`config.mk`:
```
export PLATFORM = sky130hd
export DESIGN_NAME = civil_datetime_to_unix_ms
export DESIGN_NICKNAME = d
export VERILOG_FILES = /design/src/hdl/cdum_pkg.sv /design/src/hdl/cdum_days_pipe.sv /design/src/hdl/civil_datetime_to_unix_ms.sv
export SDC_FILE = /design/constraint.sdc
export NUM_CORES = 2
export LEC_CHECK = 0
export BUFFER_PORTS_ARGS = -buffer_cell sky130_fd_sc_hd__buf_2
export CAP_MARGIN = 0
export CORE_UTILIZATION = 69
export CTS_CLUSTER_DIAMETER = 60
export DETAILED_ROUTE_END_ITERATION = 8
export GPL_ROUTABILITY_DRIVEN = 0
export GPL_TIMING_DRIVEN = 0
export PLACE_DENSITY = 0.87
export SETUP_SLACK_MARGIN = 0.5
export SYNTH_ARGS = -nofsm -noshare
export SYNTH_HDL_FRONTEND = slang
export SYNTH_SLANG_ARGS = --single-unit
```
`constraint.sdc`:
```
create_clock -name clk -period 10.3 [get_ports clk]
set_input_delay 0.515 -clock clk [delete_from_list [all_inputs] [get_ports clk]]
set_output_delay 0.515 -clock clk [all_outputs]
set_load 0.01 [all_outputs]
```
`src/hdl/cdum_pkg.sv`:
```
// Shared types, widths and calendar tables for the civil date to epoch converter.
package cdum_pkg;

  localparam int unsigned NUM_STAGES  = 7;
  localparam int unsigned DAYS_STAGES = 5;
  localparam int unsigned DAYS_W      = 25;
  localparam int unsigned TOD_MS_W    = 27;
  localparam int unsigned OUT_DAYS_W  = 23;
  localparam int unsigned OUT_MS_W    = 49;

  localparam logic [15:0] YEAR_BIAS      = 16'd16400;
  localparam logic [6:0]  ERA_BIAS       = 7'd41;
  localparam logic [11:0] DIV25_RECIP    = 12'd2622;
  localparam logic [15:0] YEARS_PER_ERA  = 16'd400;
  localparam logic [17:0] DAYS_PER_YEAR  = 18'd365;
  localparam logic signed [24:0] DAYS_PER_ERA = 25'sd146097;
  localparam logic signed [24:0] EPOCH_SHIFT  = 25'sd719468;
  localparam logic signed [27:0] MS_PER_DAY   = 28'sd86400000;

  // Stage advance enables for the day-count half of the pipeline.
  typedef struct packed {
    logic [DAYS_STAGES-1:0] adv;
  } days_ctl_t;

  // Days from March 1 to the first of the given month, March-based year.
  function automatic logic [8:0] month_base(input logic [3:0] month);
    logic [8:0] base;
    unique case (month)
      4'd0:    base = 9'd275;
      4'd1:    base = 9'd306;
      4'd2:    base = 9'd337;
      4'd3:    base = 9'd0;
      4'd4:    base = 9'd31;
      4'd5:    base = 9'd61;
      4'd6:    base = 9'd92;
      4'd7:    base = 9'd122;
      4'd8:    base = 9'd153;
      4'd9:    base = 9'd184;
      4'd10:   base = 9'd214;
      4'd11:   base = 9'd245;
      4'd12:   base = 9'd275;
      4'd13:   base = 9'd306;
      4'd14:   base = 9'd337;
      default: base = 9'd367;
    endcase
    return base;
  endfunction

  // Whole centuries in a year of era (0 to 399).
  function automatic logic [1:0] yoe_century(input logic [8:0] yoe);
    logic [1:0] cent;
    priority if (yoe >= 9'd300) begin
      cent = 2'd3;
    end else if (yoe >= 9'd200) begin
      cent = 2'd2;
    end else if (yoe >= 9'd100) begin
      cent = 2'd1;
    end else begin
      cent = 2'd0;
    end
    return cent;
  endfunction

endpackage

```
`src/hdl/cdum_days_pipe.sv`:
```
// Five-stage day-count datapath: era split, year of era and day of era.
module cdum_days_pipe (
  input  logic                                 clk,
  input  cdum_pkg::days_ctl_t                  ctl,
  input  logic signed [14:0]                   cal_year,
  input  logic [3:0]                           cal_month,
  input  logic [4:0]                           cal_day,
  output logic signed [cdum_pkg::DAYS_W-1:0]   days
);

  // Stage 0: shift to a March-based year and bias it non-negative.
  logic               early_s;
  logic signed [15:0] year_s;
  logic signed [15:0] yadj_s;
  logic [15:0]        ubias_s;
  logic signed [10:0] doy_s;
  logic [15:0]        u0_r;
  logic signed [10:0] doy0_r;

  assign early_s = (cal_month <= 4'd2);
  assign year_s  = {cal_year[14], cal_year};
  assign yadj_s  = early_s ? (year_s - 16'sd1) : year_s;
  assign ubias_s = yadj_s + cdum_pkg::YEAR_BIAS;
  assign doy_s   = $signed({2'b00, cdum_pkg::month_base(cal_month)})
                 + $signed({6'b000000, cal_day}) - 11'sd1;

  always_ff @(posedge clk) begin
    if (ctl.adv[0]) begin
      u0_r   <= ubias_s;
      doy0_r <= doy_s;
    end
  end

  // Stage 1: divide the biased year by 400 as (u / 16) / 25 with a reciprocal.
  logic [23:0]        div_prod_s;
  logic [6:0]         q1_r;
  logic [15:0]        u1_r;
  logic signed [10:0] doy1_r;

  assign div_prod_s = u0_r[15:4] * cdum_pkg::DIV25_RECIP;

  always_ff @(posedge clk) begin
    if (ctl.adv[1]) begin
      q1_r   <= div_prod_s[22:16];
      u1_r   <= u0_r;
      doy1_r <= doy0_r;
    end
  end

  // Stage 2: remainder is the year of era; the bias is a whole number of eras.
  logic [15:0]        q400_s;
  logic [15:0]        rem_s;
  logic [7:0]         era_s;
  logic [8:0]         yoe2_r;
  logic signed [6:0]  era2_r;
  logic signed [10:0] doy2_r;

  assign q400_s = {9'd0, q1_r} * cdum_pkg::YEARS_PER_ERA;
  assign rem_s  = u1_r - q400_s;
  assign era_s  = {1'b0, q1_r} - {1'b0, cdum_pkg::ERA_BIAS};

  always_ff @(posedge clk) begin
    if (ctl.adv[2]) begin
      yoe2_r <= rem_s[8:0];
      era2_r <= $signed(era_s[6:0]);
      doy2_r <= doy1_r;
    end
  end

  // Stage 3: day of era and the era's day offset, side by side.
  logic [17:0]        yoe365_s;
  logic signed [19:0] doe_s;
  logic signed [24:0] era_days_s;
  logic signed [19:0] doe3_r;
  logic signed [24:0] era_days3_r;

  assign yoe365_s   = 18'(yoe2_r) * cdum_pkg::DAYS_PER_YEAR;
  assign doe_s      = $signed({2'b00, yoe365_s})
                    + $signed({13'd0, yoe2_r[8:2]})
                    - $signed({18'd0, cdum_pkg::yoe_century(yoe2_r)})
                    + $signed({{9{doy2_r[10]}}, doy2_r});
  assign era_days_s = 25'(era2_r) * cdum_pkg::DAYS_PER_ERA;

  always_ff @(posedge clk) begin
    if (ctl.adv[3]) begin
      doe3_r      <= doe_s;
      era_days3_r <= era_days_s;
    end
  end

  // Stage 4: move the origin to 1970-01-01.
  logic signed [cdum_pkg::DAYS_W-1:0] days4_r;

  always_ff @(posedge clk) begin
    if (ctl.adv[4]) begin
      days4_r <= era_days3_r + 25'(doe3_r) - cdum_pkg::EPOCH_SHIFT;
    end
  end

  assign days = days4_r;

endmodule

```
`src/hdl/civil_datetime_to_unix_ms.sv`:
```
// Top level: civil UTC date and time to epoch days and epoch milliseconds.
//
//   channel  direction  handshake             payload
//   in_      input      in_valid / in_ready   cal_year .. clock_millis
//   out_     output     out_valid / out_ready epoch_days, epoch_millis
//
// Seven register stages; an item enters every cycle when nothing stalls, and
// its result reaches the output after passing through each stage in turn.
// Each stage holds while the stage after it is full and stalled, so bubbles
// are squeezed out and in_ready only drops when every stage is occupied.
// Reset (rst_n low at a clock edge) empties the pipeline; data registers
// are not cleared.
module civil_datetime_to_unix_ms (
  input  logic               clk,
  input  logic               rst_n,
  input  logic               in_valid,
  output logic               in_ready,
  input  logic signed [14:0] in_cal_year,
  input  logic [3:0]         in_cal_month,
  input  logic [4:0]         in_cal_day,
  input  logic [4:0]         in_clock_hour,
  input  logic [5:0]         in_clock_minute,
  input  logic [5:0]         in_clock_second,
  input  logic [9:0]         in_clock_millis,
  output logic               out_valid,
  input  logic               out_ready,
  output logic signed [22:0] out_epoch_days,
  output logic signed [48:0] out_epoch_millis
);

  localparam int unsigned NS = cdum_pkg::NUM_STAGES;
  localparam int unsigned DS = cdum_pkg::DAYS_STAGES;

  logic [NS-1:0] vld_r;
  logic [NS-1:0] adv;

  // A stage loads when it is empty or its content moves on this cycle.
  always_comb begin
    adv[NS-1] = ~vld_r[NS-1] | out_ready;
    for (int i = NS - 2; i >= 0; i--) begin
      adv[i] = ~vld_r[i] | adv[i+1];
    end
  end

  assign in_ready  = adv[0];
  assign out_valid = vld_r[NS-1];

  always_ff @(posedge clk) begin
    if (!rst_n) begin
      vld_r <= '0;
    end else begin
      if (adv[0]) begin
        vld_r[0] <= in_valid;
      end
      for (int i = 1; i < NS; i++) begin
        if (adv[i]) begin
          vld_r[i] <= vld_r[i-1];
        end
      end
    end
  end

  // Date half of the pipeline.
  cdum_pkg::days_ctl_t               days_ctl;
  logic signed [cdum_pkg::DAYS_W-1:0] days4;

  assign days_ctl.adv = adv[DS-1:0];

  cdum_days_pipe u_days (
    .clk       (clk),
    .ctl       (days_ctl),
    .cal_year  (in_cal_year),
    .cal_month (in_cal_month),
    .cal_day   (in_cal_day),
    .days      (days4)
  );

  // Time of day, carried alongside the day count.
  logic [16:0] tod_s;
  logic [16:0] tod0_r;
  logic [9:0]  millis0_r;
  logic [cdum_pkg::TOD_MS_W-1:0] tod_ms_r [1:DS];

  assign tod_s = 17'(in_clock_hour) * 17'd3600
               + 17'(in_clock_minute) * 17'd60
               + 17'(in_clock_second);

  always_ff @(posedge clk) begin
    if (adv[0]) begin
      tod0_r    <= tod_s;
      millis0_r <= in_clock_millis;
    end
    if (adv[1]) begin
      tod_ms_r[1] <= 27'(tod0_r) * 27'd1000 + 27'(millis0_r);
    end
    for (int i = 2; i <= DS; i++) begin
      if (adv[i]) begin
        tod_ms_r[i] <= tod_ms_r[i-1];
      end
    end
  end

  // Stage 5: scale days to milliseconds; only the low result bits are kept.
  logic signed [52:0] day_ms_s;
  logic [cdum_pkg::OUT_MS_W-1:0]   day_ms5_r;
  logic [cdum_pkg::OUT_DAYS_W-1:0] days5_r;

  assign day_ms_s = days4 * cdum_pkg::MS_PER_DAY;

  always_ff @(posedge clk) begin
    if (adv[DS]) begin
      day_ms5_r <= day_ms_s[cdum_pkg::OUT_MS_W-1:0];
      days5_r   <= days4[cdum_pkg::OUT_DAYS_W-1:0];
    end
  end

  // Stage 6: output register.
  logic [cdum_pkg::OUT_MS_W-1:0]   millis6_r;
  logic [cdum_pkg::OUT_DAYS_W-1:0] days6_r;

  always_ff @(posedge clk) begin
    if (adv[NS-1]) begin
      millis6_r <= day_ms5_r + {22'd0, tod_ms_r[DS]};
      days6_r   <= days5_r;
    end
  end

  assign out_epoch_days   = $signed(days6_r);
  assign out_epoch_millis = $signed(millis6_r);

endmodule

```
==> key figures <==
Route
  – Vias: 24700
  – Iteration-0 DRC count of the detailed router: 1553
  – Pre-antenna DRT Iters: 5
  – DRC Markers: 0
  – Routed wire length: 75300 µm
  – WL/cell: 17.8 µm
  – Antenna viol nets, final: 0
  – Vias/cell: 5.86

Setup path
  – CP Max Fanout: 6
  – Startpoint Class: flop
  – Crit path top cell by count: ha_1
  – CP max stage delay: 520 ps
  – Setup CP Type: reg2reg
  – CP arrival: 7560 ps
  – Critical Path RT: 10710 ps
  – Endpoint type of the worst setup path: flop
  – R2R depth: 30
  – CP max stage cell: edfxtp_1

Global route
  – Vias in the first global route: 26500
  – GRT Overall Usage: 27.6%
  – Global-route wire length before repair: 125000 µm
  – Initial antenna violation count: 0
  – Largest net degree at the start of global routing: 70
  – GR Overflow Total: 0

Clock network
  – CTS Buffer Depth: 3
  – CTS tree: done
  – Post-CTS Setup Inserts: 0
  – CTS root buf: clkbuf_16
  – Post-cts sizing count: 0
  – CTS Hold Bufs: 0
  – Clk Latency, worst-skew pair: 590 ps
  – H-tree levels: 2
  – TritonCTS buffer count: 48
  – Clock Sinks: 453
  – Clk slew on worst S/H paths: 60 ps

Timing
  – Tcrit/Tclk final: 69.4%
  – RSZ-0062 raised after global routing: no
  – Final setup vio count: 0
  – Final worst path period need: 7150 ps
  – Slew headroom: 39.1%
  – Setup_tns: 0 ps
  – Upper clock frequency limit: 140 MHz
  – Slew @ Worst Pin: 911 ps
  – Final Skew: 14.8 ps
  – Fin. max-slew vios: 0
  – Final hold vios: 0

Synthesis
  – Cells after Synth: 3307
  – Syn. warnings: 0
  – Post-synth net total: 4286
  – Post-synth EDFFs: 446
  – Top cells by area, synth: edfxtp_1 (35%), ha_1 (20%), fa_1 (17%)
  – Main synth FF type: edfxtp_1
  – Cell with the most instances after synthesis: inv_1
  – Syn_area_per_cell: 11.5 µm²
  – Leading area contributor after synthesis: edfxtp_1
  – Synth Cell Area: 38100 µm²
  – Yosys top cell area share: 35.2%
  – Synth cell types: 80
  – Synth cell count leaders: inv_1 (703), ha_1 (599), edfxtp_1 (446)
  – Sequential share of the synthesized area: 35.6%
  – Async set-reset flop share out of synthesis: 0%
  – Synth Register Bits: 453

Run status
  – Status: complete, no violations

Layout
  – Net count, final: 4466
  – Diode count: 0
  – Ratio of cells with drive above 1 in the final layout: 6.89%
  – Area Overhead vs Synth: 8.66%

Floorplan
  – Die area: 56100 µm²
  – I/O Pins: 129
  – Rows: 85
  – CORE AREA: 54100 µm²
  – Die Y: 237 µm
  – Starting density of the core: 70.3%
  – Die W: 237 µm

Place
  – Port Buf Inserts: 123
  – HPWL Detailed: 58600 µm

Flow run
  – Max-cap viol count: 0

Worst hold path
  – Hold depth: 1
  – Hold Crit Class: in2reg
==> kinds of logic (layout without fill, tap and decap cells) <==
| family | Yosys count | in the layout | synth area share [%] |
|---|---|---|---|
| and+or+nand+nor | 488 | 488 | 6.62 |
| xor gates and xnor gates | 257 | 257 | 5.91 |
| muxes | 6 | 6 | 0.191 |
| buffers and inverters | 714 | 932 | 7.05 |
| AOI/OAI and AO/OA | 465 | 465 | 7.88 |
| adders and majority gates | 924 | 924 | 36.8 |
| DFF | 453 | 453 | 35.6 |
==> stage by stage <==
step | util [%] | cells | worst slack (ps) | hold WS [ps] | instance area (µm²)
final | 76.4 | 4221 | 3150 | 104 | 41400
after global routing | 76.4 | 4221 | 2860 | 86.2 | 41400
after CTS | 76.4 | 4221 | 3190 | 78.3 | 41400
after detailed placement | 73.3 | 4133 | 3300 | 405 | 39700
after global placement | 73.0 | 4126 | 3490 | 400 | 39500
after floorplan | - | 3307 | 3930 | 400 | 38100
==> registers in the layout (all words and copies together) (netlist names) <==
register,count
u_days.days,25
tod0_r,17
u_days.u1_r,9
u_days.era_days3_r,25
u_days.q1_r,7
u_days.doy2_r,11
u_days.u0_r,16
days5_r,23
tod_ms_r,135
u_days.doy0_r,11
day_ms5_r,38
u_days.doe3_r,20
out_epoch_millis,49
out_epoch_days,23
u_days.yoe2_r,9
vld_r,7
u_days.doy1_r,11
millis0_r,10
u_days.era2_r,7
==> cells in the final DEF, fill, tap and decap left out, types with 87 or more instances in the layout <==
cell type  netlist  final
edfxtp_1       446    446
ha_1           599    599
a21oi_1        144    144
xnor2_1        182    182
o21ai_0         87     87
buf_2            1    124
nor2_1         116    116
fa_1           325    325
inv_1          703    699
nand2_1         94     91
==> worst paths after layout <==
check	from	to	slack, ps
worst min register to register	days5_r[8]	out_epoch_days[8]	410
worst min-delay path	in_clock_millis[7]	millis0_r[7]	100
worst max-delay path	u_days.yoe2_r[4]	u_days.doe3_r[19]	3150
worst max register to register	u_days.yoe2_r[4]	u_days.doe3_r[19]	3150
==> final cells by class <==
class / count / area (µm²)
fill: 3079 / 12800
clock inverter: 31 / 370
timing repair buffer: 130 / 763
tap: 696 / 871
clock buffer: 57 / 1280
sequential: 453 / 13500
inverter: 703 / 2640
buffer: 11 / 42.5
multi-input combinational: 2140 / 21900
==> layer usage <==
metal	wire, µm	up-vias	track usage [%]
met5	0	-	0
met3	3510	227	3.46
met4	2750	0	10.9
met2	40400	776	52.2
li1	-	11600	-
met1	28700	12200	31.4
==> worst max-delay path: cells and delay by family (launching register included) <==
kind	cells	cell delay (ps)
compound gates	11	2240
xor+xnor	3	530
fa+ha+maj	8	3050
buf+inv	3	180
flops	1	520
simple gates	5	440
Power is not shown: default switching activity piles up to over one toggle a cycle in this logic, so the estimate is an artifact.
